--- src/rtl/egcd_pkg.sv ---
`timescale 1ns / 1ps

package egcd_pkg;

    localparam int DATA_WIDTH = 32;
    localparam int MAG_WIDTH  = DATA_WIDTH - 1;
    localparam int CNT_WIDTH  = (MAG_WIDTH > 1) ? $clog2(MAG_WIDTH) : 1;

    typedef logic [MAG_WIDTH-1:0] mag_t;
    typedef logic [CNT_WIDTH-1:0] bit_cnt_t;

    // handshake between sequencer and remainder unit
    typedef struct packed {
        logic start;
    } mod_req_t;

    typedef struct packed {
        logic busy;
        logic done;
    } mod_stat_t;

endpackage

--- src/rtl/euclid_gcd_unit.sv ---
`timescale 1ns / 1ps

// Channel   Direction  Ports
// s_        in         s_valid, s_ready, s_first_operand, s_second_operand
// m_        out        m_valid, m_ready, m_divisor_result, m_invalid_arg
//
// One item at a time; s_ready is high only while the sequencer is idle.
// Each remainder step runs the shared bit-serial unit; the sequencer
// repeats steps until the second operand reaches zero.
// A negative operand skips the remainder unit and goes straight to S_DONE.
// The result waits in an output register, so a stalled m_ready does not
// block the next item until its own result is ready.
// aresetn is synchronous; it clears the sequencer and the output valid.
module euclid_gcd_unit (
    input  logic                            aclk,
    input  logic                            aresetn,
    input  logic                            s_valid,
    output logic                            s_ready,
    input  logic [egcd_pkg::DATA_WIDTH-1:0] s_first_operand,
    input  logic [egcd_pkg::DATA_WIDTH-1:0] s_second_operand,
    output logic                            m_valid,
    input  logic                            m_ready,
    output logic [egcd_pkg::MAG_WIDTH-1:0]  m_divisor_result,
    output logic                            m_invalid_arg
);
    import egcd_pkg::*;

    localparam logic [1:0] S_IDLE  = 2'd0;
    localparam logic [1:0] S_START = 2'd1;
    localparam logic [1:0] S_WAIT  = 2'd2;
    localparam logic [1:0] S_DONE  = 2'd3;

    logic [1:0] state_reg, state_next;
    mag_t       x_reg, x_next;
    mag_t       y_reg, y_next;
    logic       bad_reg, bad_next;
    logic       m_valid_reg, m_valid_next;
    mag_t       res_reg, res_next;
    logic       inv_reg, inv_next;

    mod_req_t   mod_req;
    mod_stat_t  mod_stat;
    mag_t       mod_rem;
    logic       s_accept;
    logic       out_free;

    egcd_mod_unit u_mod (
        .aclk      (aclk),
        .aresetn   (aresetn),
        .req       (mod_req),
        .dividend  (x_reg),
        .divisor   (y_reg),
        .stat      (mod_stat),
        .remainder (mod_rem)
    );

    assign s_ready  = (state_reg == S_IDLE);
    assign s_accept = s_valid && s_ready;
    assign out_free = !m_valid_reg || m_ready;

    always_comb begin
        state_next    = state_reg;
        x_next        = x_reg;
        y_next        = y_reg;
        bad_next      = bad_reg;
        m_valid_next  = m_valid_reg && !m_ready;
        res_next      = res_reg;
        inv_next      = inv_reg;
        mod_req.start = 1'b0;
        case (state_reg)
            S_IDLE: begin
                if (s_accept) begin
                    x_next   = s_first_operand[MAG_WIDTH-1:0];
                    y_next   = s_second_operand[MAG_WIDTH-1:0];
                    bad_next = s_first_operand[DATA_WIDTH-1]
                             | s_second_operand[DATA_WIDTH-1];
                    state_next = (bad_next) ? S_DONE : S_START;
                end
            end
            S_START: begin
                if (y_reg == '0) begin
                    state_next = S_DONE;
                end else begin
                    mod_req.start = 1'b1;
                    state_next    = S_WAIT;
                end
            end
            S_WAIT: begin
                if (mod_stat.done) begin
                    x_next     = y_reg;
                    y_next     = mod_rem;
                    state_next = S_START;
                end
            end
            S_DONE: begin
                if (out_free) begin
                    m_valid_next = 1'b1;
                    res_next     = bad_reg ? '0 : x_reg;
                    inv_next     = bad_reg;
                    state_next   = S_IDLE;
                end
            end
            default: begin
                state_next = S_IDLE;
            end
        endcase
    end

    always_ff @(posedge aclk) begin
        if (!aresetn) begin
            state_reg   <= S_IDLE;
            m_valid_reg <= 1'b0;
        end else begin
            state_reg   <= state_next;
            m_valid_reg <= m_valid_next;
        end
        x_reg   <= x_next;
        y_reg   <= y_next;
        bad_reg <= bad_next;
        res_reg <= res_next;
        inv_reg <= inv_next;
    end

    assign m_valid          = m_valid_reg;
    assign m_divisor_result = res_reg;
    assign m_invalid_arg    = inv_reg;

endmodule

--- src/rtl/egcd_mod_unit.sv ---
`timescale 1ns / 1ps

// Restoring remainder unit: one dividend bit per cycle.
module egcd_mod_unit (
    input  logic                aclk,
    input  logic                aresetn,
    input  egcd_pkg::mod_req_t  req,
    input  egcd_pkg::mag_t      dividend,
    input  egcd_pkg::mag_t      divisor,
    output egcd_pkg::mod_stat_t stat,
    output egcd_pkg::mag_t      remainder
);
    import egcd_pkg::*;

    logic             busy_reg, busy_next;
    logic             done_reg, done_next;
    bit_cnt_t         cnt_reg, cnt_next;
    mag_t             rem_reg, rem_next;
    mag_t             dvd_reg, dvd_next;
    mag_t             dsr_reg, dsr_next;
    logic [MAG_WIDTH:0] shifted;
    logic [MAG_WIDTH:0] diff;

    assign shifted = {rem_reg, dvd_reg[MAG_WIDTH-1]};
    assign diff    = shifted - {1'b0, dsr_reg};

    always_comb begin
        busy_next = busy_reg;
        done_next = 1'b0;
        cnt_next  = cnt_reg;
        rem_next  = rem_reg;
        dvd_next  = dvd_reg;
        dsr_next  = dsr_reg;
        if (busy_reg) begin
            // shifted < 2*divisor, so one conditional subtract suffices
            if (shifted >= {1'b0, dsr_reg}) begin
                rem_next = diff[MAG_WIDTH-1:0];
            end else begin
                rem_next = shifted[MAG_WIDTH-1:0];
            end
            dvd_next = {dvd_reg[MAG_WIDTH-2:0], 1'b0};
            cnt_next = cnt_reg - 1'b1;
            if (cnt_reg == '0) begin
                busy_next = 1'b0;
                done_next = 1'b1;
            end
        end else if (req.start) begin
            busy_next = 1'b1;
            cnt_next  = CNT_WIDTH'(MAG_WIDTH - 1);
            rem_next  = '0;
            dvd_next  = dividend;
            dsr_next  = divisor;
        end
    end

    always_ff @(posedge aclk) begin
        if (!aresetn) begin
            busy_reg <= 1'b0;
            done_reg <= 1'b0;
        end else begin
            busy_reg <= busy_next;
            done_reg <= done_next;
        end
        cnt_reg <= cnt_next;
        rem_reg <= rem_next;
        dvd_reg <= dvd_next;
        dsr_reg <= dsr_next;
    end

    assign stat.busy = busy_reg;
    assign stat.done = done_reg;
    assign remainder = rem_reg;

endmodule

--- config.mk ---
export PLATFORM = sky130hd
export DESIGN_NAME = euclid_gcd_unit
export DESIGN_NICKNAME = d
export VERILOG_FILES = /design/src/rtl/egcd_pkg.sv /design/src/rtl/euclid_gcd_unit.sv /design/src/rtl/egcd_mod_unit.sv
export SDC_FILE = /design/constraint.sdc
export NUM_CORES = 1
export LEC_CHECK = 0
export ABC_AREA = 1
export BUFFER_PORTS_ARGS = -buffer_cell sky130_fd_sc_hd__buf_2
export CORE_ASPECT_RATIO = 1.25
export CORE_UTILIZATION = 50
export CTS_CLUSTER_DIAMETER = 40
export DETAILED_ROUTE_END_ITERATION = 7
export PLACE_DENSITY = 0.77
export SYNTH_ARGS = -nofsm -noshare
export SYNTH_HDL_FRONTEND = slang
export SYNTH_SLANG_ARGS = --single-unit
--- constraint.sdc ---
create_clock -name aclk -period 8.2 [get_ports aclk]
set_input_delay 1.64 -clock aclk [delete_from_list [all_inputs] [get_ports aclk]]
set_output_delay 1.64 -clock aclk [all_outputs]
set_load 0.005 [all_outputs]
==> metrics.md, run 1 <==
| Metric | Value |
|---|---|
| Run status | finished, final reports clean |
| Number of synthesis warnings | 0 |
| Clock Tree Buf Depth | 2 |
| Top_reg_cell synth | edfxtp_1 |
| Most used cell, CP | nand2_1 |
| Slowest cell on the critical path | fa_1 |
| Num CTS Buffers | 17 |
| Non-Filler Instances | 1665 |
| Drt pass-1 iters | 5 |
| Gate Count Post-Synth | roughly 1300 |
| Critical path endpoint | u_mod.remainder[14] |
| R2r setup slk | 5190 ps |
| Post-synthesis sequential area ratio | 55.1% |
| Avg Vias per Cell | approximately 5.1 |
| DIE HEIGHT | 165 um |
| Slowest cell delay on critical path | about 430 ps |
| Yosys cell types | 38 |
| FF-to-FF path depth | 14 |
| Max FO, Critical Path | 30 |
| Inst Count DP | between 1500 and 2000 |
| Drt drc | 0 |
| N_diodes | 0 |
| Final setup TNS | 0 ps |
| Tightest Pin Transition | 1070 ps |
| RSZ-0062 raised after global routing | false |
| Via Count | between 8000 and 9000 |
| Max_cap viols | 0 |
| Largest net degree at the start of global routing | 102 |
| Total GRT Usage | 23.5% |
| Placed inst area | 0.0114 sq mm |
| Initial Util | 51.1% |
| Initial antenna violation count | 0 |
| Worst-path cell chain | ha_1 > fa_1 > inv_1 > nand2_1 > nand2_1 > nand3_1 > nand2_1 > nand2_1 > nand3_2 > nand2_4 > nand2_4 > inv_2 > nor2_1 > nor2_1 |
| Fin nets | 1479 |
| CTS tree | built |
| Final Hold Fails | 0 |
| ANT nets after route | 0 |
| PD cells | ~260 mW/mm^2 |
| Fmax | 332 MHz |
| Die area | roughly 0.022 sq mm |
| RePlAce Congestion | 0.928 |
| CP Capture Type | flip-flop |
| Vias in the first global route | 7867 |
| Final setup viols | 0 |
| VDD IR max | 0.151 mV |
| EDFF count, synth | 192 |
| Setup bufs post-CTS | 0 |
| Rows | 59 |
| CTS Root Cell | clkbuf_16 |
| CP delay by family, top | simple AND/OR/NAND/NOR gates |
| Worst Hold Slack | 450 ps |
| Crit path DAT | between 3000 and 4000 ps |
| Required @ worst endpoint | approximately 8400 ps |
| Core area | approximately 0.021 sq mm |
| Avg Synthesized Cell Area | roughly 8.3 sq um |
| Hpwl dp | 18500 um |
| Synth-to-layout area growth | 12.9% |
| Ratio of final minimum period to clock period | a little under two fifths |
| Biggest area consumer among synthesized cells | edfxtp_1 |
| Mapped Area | 0.0107 sq mm |
| CP Launch Point | u_mod.dsr_reg[0] |
| Post-synth net total | 1385 |
| Total wire length | 25100 um |
| # IOs | slightly above 100 |
| Final total power | 0.00317 W |
| Synth top area cells | edfxtp_1 (54%), nand2_1 (16%), inv_1 (7.9%), nor2_1 (5.3%), ha_1 (3.7%) |
| Iter 0 DRT Violations | 625 |
| Worst skew pair latency | 440 ps |
| Share of cells above drive strength 1 | a little under an eighth |
| Sink Count | ~200 |
| Synth top area share | around 54% |
| RR Endpoint | u_mod.remainder[14] |
| First-pass GRT wire length | 39400 um |
| Final Cell Area | 0.0121 sq mm |
| Setup Skew | 15.5 ps |
| Worst-path clk slew | 80 ps |
| Worst Setup Start Kind | flip-flop |
| Register bit total from synthesis | 198 |
| H-Tree Depth | 4 |
| Post-layout minimum cycle time | about 3000 ps |
| Avg WL per Cell | between 15 and 20 um |
| Hold buffer count at cts | 0 |
| Post-CTS resize count | 0 |
| Critical path depth | 14 |
| Hold Path Class | reg -> reg |
| Reg-to-Reg Start | u_mod.dsr_reg[0] |
| Die Width | between 100 and 150 um |
| Total gr overflow | 0 |
| Setup CP Type | reg -> reg |
| Async S/R FF share, synth | 0% |
| Critical path buffer and inverter count | 2 |
| Max-slew headroom | ~28% |
| Port Buffer Count | 101 |
| Final slew viol count | 0 |
| Leak pwr | 5.83 nW |
-- cells in the mapped netlist (2+ instances only) --
| library cell | n |
|---|---|
| a21oi_1 | 25 |
| nand2_1 | 447 |
| nand4_1 | 8 |
| o21ai_0 | 52 |
| nand3_1 | 51 |
| inv_2 | 2 |
| dfxtp_1 | 6 |
| nand2_2 | 5 |
| buf_2 | 4 |
| clkbuf_1 | 22 |
| a21oi_2 | 2 |
| xor2_1 | 12 |
| nand2_4 | 2 |
| inv_1 | 226 |
| nor4_1 | 2 |
| o21ai_1 | 9 |
| or2_2 | 2 |
| nor3_1 | 9 |
| xnor2_1 | 2 |
| edfxtp_1 | 192 |
| ha_1 | 32 |
| nor2_4 | 4 |
| o21bai_1 | 2 |
| buf_1 | 2 |
| nor2_1 | 151 |
-- routing by layer --
| layer | wire (um) | GRT usage (%) |
|---|---|---|
| met5 | 0 | 0 |
| met4 | 733 | 8.88 |
| met3 | 1230 | 3.54 |
| met2 | 12400 | 41.0 |
| met1 | 10700 | 29.7 |
-- through the flow --
stage / worst slack, ps / utilization [%]
after floorplan: 1530 / -
after global placement: 5030 / 54.8
after detailed placement: 4990 / 54.8
after CTS: 5170 / 57.7
after global routing: 4990 / 57.7
final: 5190 / 57.7
-- cell type report --
| cell class | count | area (sq um) |
|---|---|---|
| fillers | 1853 | 8840 |
| flip-flops and latches | 198 | 5890 |
| multi-input cells | 826 | 3810 |
| inverters | 228 | 856 |
| repair buffers | 107 | 551 |
| clock buffers | 17 | 425 |
| well taps | 274 | 343 |
| clock inverters | 15 | 178 |
-- worst min-delay path by stage --
stage / from / cells past startpoint / endpoint / slack (ps)
after detailed placement: y_reg[18] / 0 / u_mod.dsr_reg[18] / 440
after CTS: y_reg[18] / 0 / u_mod.dsr_reg[18] / 450
after global placement: y_reg[8] / 0 / u_mod.dsr_reg[8] / 430
final: y_reg[16] / 0 / u_mod.dsr_reg[16] / 450
after floorplan: y_reg[10] / 0 / u_mod.dsr_reg[10] / 430
after global routing: y_reg[18] / 0 / u_mod.dsr_reg[18] / 460
-- cells by family after synthesis --
kind of cell             Yosys count  synth area share [%]
buffers and inverters            260                  9.41
adder cells (fa/ha/maj)           33                  3.94
flip-flops                       198                  55.1
AND/OR/NAND/NOR                  686                  25.8
XOR/XNOR                          14                  1.15
AO/OA/AOI/OAI                     93                  4.55
-- where the power goes --
group | switching (W) | total [W] | internal, W
combinational | 0.000625 | 0.000890 | 0.000265
sequential | 0.0000865 | 0.00143 | 0.00135
clock | 0.000429 | 0.000845 | 0.000416
total | 0.00114 | 0.00317 | 0.00203
-- cells in the final DEF (no fill, tap or decap), drive strengths merged --
cell,instances
nand2,454
nand4,8
inv,237
o21bai,2
a21o,1
or2,2
clkinv,5
o22ai,1
buf,107
clkinvlp,1
o21ai,61
nand3,52
o221ai,1
fa,1
xor2,12
clkbuf,17
ha,32
nor2,156
nor3,10
nor4,2
and2,2
dfxtp,6
xnor2,2
edfxtp,192
a21oi,27
Power figures use the tool's default switching activity.
==> run 2, diff against run 1 <==
==> constraint.sdc (replaced) <==
create_clock -name aclk -period 2.8 [get_ports aclk]
set_input_delay 0.56 -clock aclk [delete_from_list [all_inputs] [get_ports aclk]]
set_output_delay 0.56 -clock aclk [all_outputs]
set_load 0.005 [all_outputs]
==> run 2 against run 1 <==
  * Combinational power increased to 3.0 times the previous value
  * Global-route usage increased by 0.40 points
  * Via count decreased by 1.1%
  * Die area unchanged
  * Register-to-register slack got worse by 5000 ps
  * Critical path type unchanged
  * Hold slack got worse by 58 ps
  * Routed wire length increased by 0.33%
  * Sequential power increased to 2.9 times the previous value
  * Sequential cell count unchanged
  * Core utilization increased by 0.44 points
  * Clock-buffer cell count unchanged
==> metrics.md, run 2 (synthesized netlist as in run 1, its figures left out) <==
| Metric | Value |
|---|---|
| Vias in the first global route | 7817 |
| Initial antenna violation count | 0 |
| Final total power | 0.00931 W |
| R2r setup slk | 150 ps |
| Share of cells above drive strength 1 | 12.4% |
| Max FO, Critical Path | 19 |
| Placed inst area | 0.0115 sq mm |
| Sink Count | 198 |
| Most used cell, CP | nand2_1 |
| Hpwl dp | 19000 um |
| Fillers | 1838 |
| Die Width | 133 um |
| Min-Delay Endpoint | state_reg[1] |
| Post-CTS resize count | 0 |
| Ratio of final minimum period to clock period | 94.5% |
| Post-layout minimum cycle time | 2650 ps |
| Worst Setup Start Kind | flip-flop |
| Slowest cell delay on critical path | 420 ps |
| Hold buffer count at cts | 0 |
| Final setup viols | 0 |
| Hold-critical path depth | 3 |
| Most common cell after layout, fill and taps aside | nand2_1 |
| Final Cell Area | between 0.01 and 0.015 sq mm |
| Slowest cell on the critical path | fa_1 |
| CTS tree | built |
| Setup bufs post-CTS | 0 |
| Total gr overflow | 0 |
| Iter 0 DRT Violations | 711 |
| Setup ws final | 154 ps |
| Max_cap viols | 0 |
| Hold Crit Start | aresetn |
| H-Tree Depth | 4 |
| Drt drc | 0 |
| Fmax | around 380 MHz |
| DIE HEIGHT | 165 um |
| Total wire length | 25200 um |
| ANT nets after route | 0 |
| Setup Skew | around 17 ps |
| Die area | 0.0219 sq mm |
| Largest net degree at the start of global routing | between 60 and 70 |
| Worst skew pair latency | around 440 ps |
| Dpl ws | 194 ps |
| Final setup TNS | 0 ps |
| RSZ-0062 raised after global routing | false |
| RR Endpoint | u_mod.remainder[23] |
| Num CTS Buffers | 17 |
| CP Capture Type | flip-flop |
| Run status | finished, final reports clean |
| Final slew viol count | 0 |
| Reg-to-Reg Start | u_mod.dsr_reg[0] |
| Worst-path clk slew | 80 ps |
| Area of the multi-input gates | 0.00382 sq mm |
| Avg WL per Cell | about 15 um |
| Setup CP Type | reg -> reg |
| Core area | ~0.021 sq mm |
| First-pass GRT wire length | 40000 um |
| Crit path DAT | ~2800 ps |
| Tightest Pin Transition | 1170 ps |
| Drt pass-1 iters | 5 |
| Initial Util | between 50% and 60% |
| Avg Vias per Cell | 4.98 |
| Fin nets | 1487 |
| FF-to-FF path depth | 14 |
| N_diodes | 0 |
| Reg area | 0.00589 sq mm |
| Synth-to-layout area growth | 13.7% |
| CTS Root Cell | clkbuf_16 |
| Leak pwr | 5.88 nW |
| Max-slew headroom | 22.0% |
| Clock Tree Buf Depth | 2 |
| RePlAce Congestion | 0.878 |
| Rows | 59 |
| Final Hold Fails | 0 |
| Hold Path Class | in -> reg |
| Via Count | 8331 |
| # IOs | 102 |
| Commonest non-fill, non-tap cells in the layout | nand2_1 (446), inv_1 (225), edfxtp_1 (192) |
| Port Buffer Count | 101 |
| PD cells | approximately 770 mW/mm^2 |
| VDD IR max | 0.448 mV |
| Required @ worst endpoint | 2990 ps |
| Total GRT Usage | 23.9% |
| Worst-path cell chain | ha_1 > fa_1 > inv_1 > nand2_1 > nand2_1 > nand3_1 > nand2_1 > nand2_1 > nand3_2 > nand2_4 > nand2_4 > inv_2 > nor2_1 > nor2_1 |
| Final core utilization | between 50% and 60% |
run 2: area by class of cell:
| class | instances | area share, % |
|---|---|---|
| inverters | 228 | 7.05 |
| repair buffers | 115 | 5.23 |
| flip-flops and latches | 198 | 48.5 |
| clock buffers | 17 | 3.50 |
| clock inverters | 15 | 1.47 |
| well taps | 274 | 2.82 |
| multi-input cells | 826 | 31.5 |
run 2: through the flow:
step / instances / hold slack, ps
6_report: 1673 / 392
5_1_grt: 1673 / 390
4_1_cts: 1673 / 383
3_5_place_dp: 1641 / 432
3_3_place_gp: 1641 / 427
2_1_floorplan: 1284 / 426
run 2: worst max-delay path: cells and delay by family (launching register included):
family | cells | cell delay (ps)
buf+inv | 2 | 300
fa+ha+maj | 2 | 670
simple gates | 10 | 1020
flops | 1 | 410
run 2: per-layer routing:
metal,GRT usage (%),share of wire [%]
met1,30.5,43
met2,42.4,50
met3,2.75,4.8
met4,7.94,2.5
met5,0,0
run 2: how the worst max path moves through the flow:
stage / from / end / cells past startpoint
detailed placement: u_mod.dsr_reg[0] / u_mod.remainder[29] / 15
CTS: u_mod.dsr_reg[0] / u_mod.remainder[29] / 15
global route: u_mod.dsr_reg[0] / u_mod.remainder[14] / 14
global placement: u_mod.dsr_reg[0] / u_mod.remainder[29] / 15
floorplan: m_ready / x_reg[0] / 4
finish: u_mod.dsr_reg[0] / u_mod.remainder[23] / 14
run 2: power breakdown:
group	total, W	internal (W)	switching [W]
Combinational	0.00265	0.000821	0.00183
Clock	0.00247	0.00122	0.00125
Sequential	0.00419	0.00394	0.000255
Total	0.00931	0.00598	0.00334
